### src/hw/rtl/fifo_queue_with_promote_unit_defines.svh
// ----------------------------------------------------------------------------
// fifo_queue_with_promote_unit_defines: assertion macros
// Concurrent assertion wrappers that fall away in synthesis builds.
// ----------------------------------------------------------------------------
`ifndef FIFO_QUEUE_WITH_PROMOTE_UNIT_DEFINES_SVH
`define FIFO_QUEUE_WITH_PROMOTE_UNIT_DEFINES_SVH

`ifndef SYNTH
// Property that must hold at every edge outside reset
`define FQP_ASSERT(lbl, clk, rstn, prop) \
  lbl: assert property (@(posedge clk) disable iff (!rstn) (prop)) \
    else $error("fqp assertion failed");
// Condition in one cycle implies a consequence in the next
`define FQP_ASSERT_NEXT(lbl, clk, rstn, ante, cons) \
  lbl: assert property (@(posedge clk) disable iff (!rstn) (ante) |=> (cons)) \
    else $error("fqp next-cycle assertion failed");
`else
`define FQP_ASSERT(lbl, clk, rstn, prop)
`define FQP_ASSERT_NEXT(lbl, clk, rstn, ante, cons)
`endif

`endif

### src/hw/rtl/fqp_pkg.sv
// ----------------------------------------------------------------------------
// fqp_pkg
// Shared constants, codes and cell control types of the promote queue.
// ----------------------------------------------------------------------------
`timescale 1ns / 1ps
`default_nettype none

package fqp_pkg;

  localparam int DEPTH = 16;
  localparam int DataW = 32;
  localparam int CntW  = $clog2(DEPTH + 1);

  typedef enum logic [1:0] {
    OP_ENQ     = 2'd0,
    OP_DEQ     = 2'd1,
    OP_PEEK    = 2'd2,
    OP_PROMOTE = 2'd3
  } opcode_t;

  typedef enum logic [1:0] {
    ST_OK       = 2'd0,
    ST_EMPTY    = 2'd1,
    ST_FULL     = 2'd2,
    ST_NOTFOUND = 2'd3
  } status_t;

  typedef enum logic [1:0] {
    CELL_HOLD = 2'd0,
    CELL_ENQ  = 2'd1,
    CELL_DEQ  = 2'd2,
    CELL_PRO  = 2'd3
  } cell_op_t;

  // Broadcast control for every cell of the chain
  typedef struct packed {
    cell_op_t              op;
    logic [DataW-1:0]      value;
    logic [CntW-1:0]       count;
  } cell_ctl_t;

endpackage

`default_nettype wire

### src/hw/rtl/fqp_cell.sv
// ----------------------------------------------------------------------------
// fqp_cell
// One queue slot: holds a word, compares it against the search word and
// takes a word from its left or right neighbor when the queue shifts.
// ----------------------------------------------------------------------------
`timescale 1ns / 1ps
`default_nettype none

module fqp_cell (
  input  wire logic                        clk,
  input  wire fqp_pkg::cell_ctl_t          ctl,
  input  wire logic                        found,
  input  wire logic [fqp_pkg::CntW-1:0]    idx,
  input  wire logic [fqp_pkg::DataW-1:0]   left_data,
  input  wire logic [fqp_pkg::DataW-1:0]   right_data,
  input  wire logic                        hit_in,
  output logic                             hit_out,
  output logic [fqp_pkg::DataW-1:0]        data_q
);

  logic [fqp_pkg::DataW-1:0] data_r;
  logic [fqp_pkg::DataW-1:0] data_nxt;
  logic                      occ;
  logic                      hit;

  // Match only occupied slots; pass the earliest-match flag down the chain
  assign occ     = idx < ctl.count;
  assign hit     = occ && (data_r == ctl.value);
  assign hit_out = hit_in | hit;
  assign data_q  = data_r;

  // Pick next word: write at tail, shift toward head, or shift away for promote
  always_comb begin
    data_nxt = data_r;
    unique case (ctl.op)
      fqp_pkg::CELL_HOLD: data_nxt = data_r;
      fqp_pkg::CELL_ENQ: begin
        if (idx == ctl.count) data_nxt = ctl.value;
      end
      fqp_pkg::CELL_DEQ: data_nxt = right_data;
      fqp_pkg::CELL_PRO: begin
        if (found && !hit_in) data_nxt = left_data;
      end
      default: data_nxt = data_r;
    endcase
  end

  // Hold the slot word
  always_ff @(posedge clk) begin
    data_r <= data_nxt;
  end

endmodule

`default_nettype wire

### src/hw/rtl/fifo_queue_with_promote_unit.sv
// ----------------------------------------------------------------------------
// fifo_queue_with_promote_unit
// Bounded FIFO of 32-bit words with enqueue, dequeue, peek and promote,
// built as a row of slot cells that shift in either direction.
// ----------------------------------------------------------------------------
// Usage:
//   Input channel in_valid/in_stall carries in_opcode and in_value. A word is
//   accepted at an edge with in_valid high and in_stall low.
//   Result channel out_valid/out_stall carries out_data, out_status,
//   out_empty_res and out_count, one result word per input word.
//   Result: registered and presented in the cycle after acceptance.
//   Throughput: one word per cycle while no result waits under out_stall;
//   the promote search runs the match flag through all 16 slot cells
//   combinationally, which sets the cycle length.
//   Stall: while a result waits under out_stall, in_stall is high and the
//   queue holds; once the result is taken a new word enters the same cycle.
//   Reset: rst_n low clears the entry count and the result valid; slot
//   contents are left as they are and are never read before being written.
// ----------------------------------------------------------------------------
`timescale 1ns / 1ps
`default_nettype none
`include "fifo_queue_with_promote_unit_defines.svh"

module fifo_queue_with_promote_unit (
  input  wire logic                        clk,
  input  wire logic                        rst_n,
  input  wire logic                        in_valid,
  output logic                             in_stall,
  input  wire logic [1:0]                  in_opcode,
  input  wire logic [31:0]                 in_value,
  output logic                             out_valid,
  input  wire logic                        out_stall,
  output logic [31:0]                      out_data,
  output logic [1:0]                       out_status,
  output logic                             out_empty_res,
  output logic [4:0]                       out_count
);

  localparam int DEPTH = fqp_pkg::DEPTH;
  localparam int DataW = fqp_pkg::DataW;
  localparam int CntW  = fqp_pkg::CntW;

  logic                   acc;
  fqp_pkg::opcode_t       op;
  fqp_pkg::cell_ctl_t     ctl;
  logic                   full;
  logic                   empty;
  logic                   found;
  logic [DEPTH:0]         hit_chain;
  logic [DataW-1:0]       cell_data [DEPTH];

  logic [CntW-1:0]        count_r;
  logic [CntW-1:0]        count_nxt;
  logic                   out_valid_r;
  logic [DataW-1:0]       out_data_r;
  logic [DataW-1:0]       data_nxt;
  fqp_pkg::status_t       out_status_r;
  fqp_pkg::status_t       status_nxt;
  logic                   out_empty_res_r;
  logic [CntW-1:0]        out_count_r;

  // Stall input only while an untaken result sits in the output register
  assign in_stall = out_valid_r && out_stall;
  assign acc      = in_valid && !in_stall;
  assign op       = fqp_pkg::opcode_t'(in_opcode);
  assign full     = count_r == CntW'(DEPTH);
  assign empty    = count_r == '0;
  assign found    = hit_chain[DEPTH];
  assign hit_chain[0] = 1'b0;

  // Drive the cell command for the accepted word
  always_comb begin
    ctl.op    = fqp_pkg::CELL_HOLD;
    ctl.value = in_value;
    ctl.count = count_r;
    if (acc) begin
      unique case (op)
        fqp_pkg::OP_ENQ: begin
          if (!full) ctl.op = fqp_pkg::CELL_ENQ;
        end
        fqp_pkg::OP_DEQ: begin
          if (!empty) ctl.op = fqp_pkg::CELL_DEQ;
        end
        fqp_pkg::OP_PEEK: ctl.op = fqp_pkg::CELL_HOLD;
        fqp_pkg::OP_PROMOTE: begin
          if (!empty) ctl.op = fqp_pkg::CELL_PRO;
        end
        default: ctl.op = fqp_pkg::CELL_HOLD;
      endcase
    end
  end

  // Decode the accepted word into status, result data and next count
  always_comb begin
    count_nxt  = count_r;
    data_nxt   = '0;
    status_nxt = fqp_pkg::ST_OK;
    unique case (op)
      fqp_pkg::OP_ENQ: begin
        if (full) begin
          status_nxt = fqp_pkg::ST_FULL;
        end else begin
          count_nxt = count_r + CntW'(1);
        end
      end
      fqp_pkg::OP_DEQ: begin
        if (empty) begin
          status_nxt = fqp_pkg::ST_EMPTY;
        end else begin
          data_nxt  = cell_data[0];
          count_nxt = count_r - CntW'(1);
        end
      end
      fqp_pkg::OP_PEEK: begin
        if (empty) status_nxt = fqp_pkg::ST_EMPTY;
        else data_nxt = cell_data[0];
      end
      fqp_pkg::OP_PROMOTE: begin
        if (empty) begin
          status_nxt = fqp_pkg::ST_EMPTY;
        end else begin
          if (!found) status_nxt = fqp_pkg::ST_NOTFOUND;
        end
      end
      default: status_nxt = fqp_pkg::ST_OK;
    endcase
  end

  // Row of slot cells, head at cell 0
  for (genvar i = 0; i < DEPTH; i++) begin : g_cell
    logic [DataW-1:0] left_w;
    logic [DataW-1:0] right_w;
    if (i == 0) begin : g_head
      assign left_w = in_value;
    end else begin : g_mid_l
      assign left_w = cell_data[i-1];
    end
    if (i == DEPTH - 1) begin : g_tail
      assign right_w = '0;
    end else begin : g_mid_r
      assign right_w = cell_data[i+1];
    end
    fqp_cell u_cell (
      .clk        (clk),
      .ctl        (ctl),
      .found      (found),
      .idx        (CntW'(i)),
      .left_data  (left_w),
      .right_data (right_w),
      .hit_in     (hit_chain[i]),
      .hit_out    (hit_chain[i+1]),
      .data_q     (cell_data[i])
    );
  end

  // Advance count and the result register
  always_ff @(posedge clk) begin
    if (!rst_n) begin
      count_r     <= '0;
      out_valid_r <= 1'b0;
    end else begin
      if (acc) begin
        count_r     <= count_nxt;
        out_valid_r <= 1'b1;
      end else if (!out_stall) begin
        out_valid_r <= 1'b0;
      end
    end
  end

  // Load the result payload on accept
  always_ff @(posedge clk) begin
    if (acc) begin
      out_data_r      <= data_nxt;
      out_status_r    <= status_nxt;
      out_empty_res_r <= count_nxt == '0;
      out_count_r     <= count_nxt;
    end
  end

  assign out_valid     = out_valid_r;
  assign out_data      = out_data_r;
  assign out_status    = out_status_r;
  assign out_empty_res = out_empty_res_r;
  assign out_count     = out_count_r;

  // Checks
  `FQP_ASSERT(a_count_range, clk, rst_n, count_r <= CntW'(DEPTH))
  `FQP_ASSERT_NEXT(a_enq_count, clk, rst_n, acc && op == fqp_pkg::OP_ENQ && !full, count_r == $past(count_r) + CntW'(1))
  `FQP_ASSERT_NEXT(a_peek_head, clk, rst_n, acc && op == fqp_pkg::OP_PEEK && !empty, out_data_r == $past(cell_data[0]) && cell_data[0] == $past(cell_data[0]))
  `FQP_ASSERT(a_empty_flag, clk, rst_n, !out_valid_r || (out_empty_res_r == (out_count_r == '0)))

endmodule

`default_nettype wire

### config.mk
export PLATFORM = sky130hd
export DESIGN_NAME = fifo_queue_with_promote_unit
export DESIGN_NICKNAME = d
export VERILOG_FILES = /design/src/hw/rtl/fqp_pkg.sv /design/src/hw/rtl/fqp_cell.sv /design/src/hw/rtl/fifo_queue_with_promote_unit.sv
export VERILOG_INCLUDE_DIRS = /design/src /design/src/hw/rtl
export SDC_FILE = /design/constraint.sdc
export NUM_CORES = 1
export LEC_CHECK = 0
export ABC_AREA = 1
export BUFFER_PORTS_ARGS = -buffer_cell sky130_fd_sc_hd__clkbuf_2
export CORE_UTILIZATION = 40
export DETAILED_ROUTE_END_ITERATION = 16
export SLEW_MARGIN = 20
export SYNTH_ARGS = -nofsm -noshare
export SYNTH_HDL_FRONTEND = slang
export SYNTH_SLANG_ARGS = --single-unit
### constraint.sdc
create_clock -name clk -period 7.4 [get_ports clk]
set_input_delay 1.48 -clock clk [delete_from_list [all_inputs] [get_ports clk]]
set_output_delay 1.48 -clock clk [all_outputs]
set_load 0.01 [all_outputs]
==> out/summary.txt, run 1 <==
post-CTS sizing - 0
fin crit share - 0.7529
Core Area - 77980 µm²
post-route cell area - 34620 µm²
drt first pass iters - 6
Starting Density - 0.4072
Rows - 102
Peak VDD IR - 0.1520 mV
Area Overhead vs Synth - 9.011%
share of layout cells above drive strength 1 - 0.08710
routed wire length per instance - 29.87 µm
CTS Hold Buffers Added - 0
critical path type - primary input to register
Post-Syn Instances - 3310
Worst Path Required - 7640 ps
die width - 283.8 µm
H-tree depth - 3
clock tree root driver cell - clkbuf_16
CTS tree - done
Total GRT Usage - 0.3140
GR Overflow Total - 0
Die Ht - 283.8 µm
fillcell total - 7505
clock buffer depth - 3
Synth cell types - 47
Fin Setup TNS - 0 ps
syn nets - 3356
I/O Buffers - 79
Min Clock Period, post-route - 5571 ps
Final ANT Viol Nets - 0
I/O Pins - 80
R2R cell count - 12
CTS buffer count - 66
vias in the first global route - 24774
largest net degree at the start of global routing - 184
clock skew - 24.30 ps
worst hold path type - register to register
CP peak stage delay - 640 ps
Seq/Total Area, Yosys - 0.5258
area of the multi-input gates - 12300 µm²
most common cell after layout, fill and taps aside - nand2_1
pin slew with the least headroom to its limit - 1243 ps
DR vias/cell - 6.228
drt drc - 0
Pins Over Slew Limit - 0
crit path capture type - register
Reg clk slew, reported paths - 60 ps
commonest cells after routing, fill and taps aside - nand2_1, edfxtp_1, inv_1
CP max FO - 183
Post-Place Cell Area - 32600 µm²
Final Setup Violations - 0
fmax - 179.5 MHz
initial antenna violation count - 4
Worst path most repeated cell - nor2_4
Post-DP HPWL - 95940 µm
Final Hold Viols - 0
crit start category - primary input
drt initial violations - 4512
Setup Fix Bufs, Post-CTS - 0
first-pass GRT wire length - 181200 µm
crit-path cells - clkbuf_2 -> nand2_1 -> inv_1 -> nor2_4 -> buf_4 -> nand2_1 -> nor2_4 -> inv_2 -> nor2_4 -> buf_4 -> buf_12 -> o21ai_0
post-synthesis register bit count - 558
routed vias - 27146
maxcap violations - 0
status - finished clean
RSZ-0062 raised after global routing - false
syn_area_per_cell - 9.593 µm²
die area - 80520 µm²
Arr. time, crit path - 5810 ps
Num Clock Sinks - 558
Storage cell area - 16700 µm²
clk_lat worst skew - 630 ps
Syn. warnings - 0
Net count, final - 3321
Post-Route WL - 130200 µm
relative slew slack - 0.1713
leakage - 12.47 nW
mapped cell area - 31750 µm²
GPL Wtd Cong - 1.052
hold depth - 2
slowest CP cell - buf_12
Power Density - 235.3 nW/µm²
## final timing paths
kind	endpoint	slack (ps)	from
worst min-delay path	out_valid	490	out_valid
worst min register to register	out_valid	490	out_valid
worst max-delay path	g_cell[0].u_cell.data_q[5]	1830	out_stall
worst max register to register	g_cell[0].u_cell.data_q[5]	1960	count_r[0]
## stage by stage
step | instances | hold WS, ps | utilization | total power, mW | worst slack [ps]
2_1_floorplan | 3310 | 497.9 | - | 4.533 | 952.4
3_3_place_gp | 4247 | 470.3 | 0.4180 | 4.950 | 1275
3_5_place_dp | 4247 | 484.4 | 0.4180 | 4.961 | 1337
4_1_cts | 4358 | 493.7 | 0.4438 | 8.105 | 1981
5_1_grt | 4358 | 517.7 | 0.4439 | 8.329 | 1724
6_report | 4359 | 490.2 | 0.4439 | 8.147 | 1829
## kinds of logic after synthesis
family / count (synthesis) / synth area share
AO/OA/AOI/OAI: 657 / 0.1492
XOR/XNOR: 270 / 0.07447
adder cells (fa/ha/maj): 8 / 0.003152
buffers and inverters: 639 / 0.09015
flip-flops: 558 / 0.5258
AND/OR/NAND/NOR: 1178 / 0.1573
## final cells by class
cell class              instances  area share
multi-input cells            2113      0.3554
repair buffers                119     0.02046
flip-flops and latches        558      0.4823
clock buffers                  81     0.04963
inverters                     417     0.04601
well taps                    1040     0.03759
clock inverters                30    0.008494
diodes                          1  0.00007229
## sequential cells by signal (all words and copies together) (netlist names)
register / count
g_cell.u_cell.data_q: 512
out_data: 32
count_r: 5
out_count: 5
out_status: 2
out_empty_res: 1
out_valid: 1
## power breakdown
group | switching, mW | internal (mW) | leakage (nW)
Sequential | 0.0979 | 3.69 | 5.11
Clock | 1.38 | 1.82 | 0.984
Combinational | 0.852 | 0.310 | 6.38
Total | 2.33 | 5.82 | 12.5
## cell usage after synthesis (all sizes together)
library cell | instances | area (µm²)
nand4 | 37 | 267.8
ha | 8 | 100.1
inv | 413 | 1565
a21oi | 20 | 103.9
o221ai | 168 | 1471
nor3b | 1 | 7.510
or3 | 2 | 12.51
o2111ai | 16 | 140.1
edfxtp | 552 | 16580
a221oi | 6 | 52.55
nor4b | 3 | 26.28
or2 | 1 | 6.260
nor4 | 37 | 231.5
and3 | 3 | 18.77
clkinv | 4 | 17.52
o22ai | 100 | 625.6
nand3 | 105 | 550.5
a2111oi | 1 | 15.01
nor2 | 168 | 718.2
xor2 | 147 | 1287
o21a | 1 | 7.510
buf | 177 | 1111
o211ai | 234 | 1757
nand3b | 2 | 15.01
clkbuf | 45 | 168.9
dfxtp | 6 | 120.1
nor3 | 40 | 205.2
a211oi | 2 | 15.01
a31oi | 3 | 18.77
o21ai | 106 | 530.5
xnor2 | 123 | 1077
nand2 | 779 | 2934
## layer usage
metal  vias to the layer above  GRT usage  part of all wire
met3                       413    0.06101              0.12
li1                      11615          -                 -
met5                         -          0          0.000061
met2                      2174     0.4556              0.42
met4                         2     0.2131             0.078
met1                     12942     0.4235              0.38
## worst max-delay path, delay by kind of cell
| kind | cells | cell delay, ps |
|---|---|---|
| AND/OR/NAND/NOR | 5 | 1120 |
| AO/OA/AOI/OAI | 1 | 530 |
| buffers and inverters | 6 | 2280 |
No activity file was read; power rests on OpenSTA's default activity.
==> inputs of run 2 (changes only) <==
==> constraint.sdc (replaced) <==
create_clock -name clk -period 4.5 [get_ports clk]
set_input_delay 0.9 -clock clk [delete_from_list [all_inputs] [get_ports clk]]
set_output_delay 0.9 -clock clk [all_outputs]
set_load 0.01 [all_outputs]
==> run 2 against run 1 <==
Worst setup slack worse by 1300 ps. Critical endpoint is now g_cell[12].u_cell.data_q[8]. Count of clock-buffer cells in the layout decreased by 1. First-iteration DRC count is 11% lower. Via count fell by 0.29%. Sequential power increased by 64%. Hold slack got worse by 4.1 ps. Critical path depth grew 4. Final cell count up 1.5%.
==> out/summary.txt, run 2 (synthesis results as in run 1) <==
status - finished clean
drt drc - 0
Final Hold Viols - 0
relative slew slack - 0.2253
Final Setup Violations - 0
CTS buffer count - 67
Min Clock Period, post-route - 3930 ps
CTS Hold Buffers Added - 0
Area Overhead vs Synth - 11.91%
Worst Path Required - 4810 ps
leakage - 12.94 nW
clock buffer depth - 3
vias in the first global route - 25054
Post-DP HPWL - 100800 µm
routed vias - 27067
initial antenna violation count - 5
slowest CP cell - nor3_1
CTS tree - done
CP peak stage delay - 580 ps
clock tree root driver cell - clkbuf_16
drt initial violations - 4019
Largest register FFs - 512
I/O Pins - 80
Peak VDD IR - 0.2587 mV
Net count, final - 3392
routed wire length per instance - 30.23 µm
die width - 283.8 µm
clk_lat worst skew - 630 ps
CP max FO - 26
Final ANT Viol Nets - 0
cell family with most CP delay - simple AND/OR/NAND/NOR gates
crit start category - primary input
Post-Route WL - 133800 µm
I/O Buffers - 79
crit-path cells - clkbuf_2 -> buf_4 -> xor2_1 -> or2_2 -> nor2_1 -> nand2_1 -> nor3_1 -> nand3_1 -> nand2_1 -> nor2_4 -> nand4_4 -> nor2_4 -> nand4_4 -> nand2_1 -> nor2_4 -> buf_12
maxcap violations - 0
most common cell after layout, fill and taps aside - nand2_1
Core Area - 77980 µm²
RSZ-0062 raised after global routing - false
first-pass GRT wire length - 186900 µm
Arr. time, crit path - 4240 ps
fillcell total - 7471
H-tree depth - 3
pin slew with the least headroom to its limit - 1151 ps
fmax - 254.4 MHz
Storage cell area - 16700 µm²
post-CTS sizing - 0
DR vias/cell - 6.118
buffers and inverters on the worst path - 3
commonest cells after routing, fill and taps aside - nand2_1, edfxtp_1, inv_1
Starting Density - 0.4072
Reg clk slew, reported paths - 60 ps
worst hold path type - register to register
GR Overflow Total - 0
largest net degree at the start of global routing - 119
Power Density - 380.9 nW/µm²
Total GRT Usage - 0.3253
share of layout cells above drive strength 1 - 0.1058
Die Ht - 283.8 µm
ant diodes - 0
critical path type - primary input to register
crit path capture type - register
drt first pass iters - 8
Fin Hold WS - 486.1 ps
clock skew - 29.30 ps
area of the multi-input gates - 12300 µm²
Pins Over Slew Limit - 0
Fin Setup TNS - 0 ps
die area - 80520 µm²
fin crit share - 0.8734
Rows - 102
Num Clock Sinks - 558
Setup Fix Bufs, Post-CTS - 0
GPL Wtd Cong - 1.023
==> run 2: changes by cell type in the layout (fill, tap and decap cells not counted), sizes merged <==
cell,delta
diode,-1
clkinv,-3
clkbuf,-1
clkinvlp,+1
buf,+70
inv,-1
==> run 2: where the power goes <==
group	internal (mW)	switching [mW]
Sequential	6.06	0.158
Clock	3.04	2.27
Combinational	0.583	1.42
==> run 2: cell type report <==
type | instances | area share
Clock buffer | 80 | 0.04915
Clock inverter | 27 | 0.007887
Inverter | 417 | 0.04482
Tap cell | 1040 | 0.03662
Multi-Input combinational cell | 2113 | 0.3460
Timing Repair Buffer | 189 | 0.04563
Sequential cell | 558 | 0.4698
==> run 2: stage by stage <==
step           total power, mW  instance area (µm²)  cells    util  setup slack [ps]
3_3_place_gp             8.241                33510   4317  0.4297             272.3
6_report                 13.54                35540   4424  0.4557             569.6
5_1_grt                  13.86                35540   4424  0.4557             611.9
4_1_cts                  13.49                35540   4424  0.4557             903.2
3_5_place_dp             8.258                33510   4317  0.4297             268.0
2_1_floorplan            7.453                31770   3310       -             82.03
==> run 2: worst reg2reg max path, delay by kind of cell (launching register included) <==
family,cells,cell delay [ps]
AO/OA/AOI/OAI,3,1150
AND/OR/NAND/NOR,5,760
flip-flops,1,580
buffers and inverters,3,580
adder cells (fa/ha/maj),1,260
==> run 2: final timing paths <==
path | end | cells past startpoint | from | slack (ps)
worst max register to register | g_cell[1].u_cell.data_q[23] | 12 | count_r[1] | 840
worst min register to register | out_valid | 2 | out_valid | 490
worst max-delay path | g_cell[12].u_cell.data_q[8] | 16 | in_value[8] | 570
worst min-delay path | out_valid | 2 | out_valid | 490
==> run 2: routing by layer <==
metal  global-route usage  up-vias  wire (µm)
li1                     -    11762          -
met4               0.2073        4       9878
met5                    0        -         33
met1               0.4345    13066      52360
met3              0.05659      332      13490
met2               0.4883     1903      58000
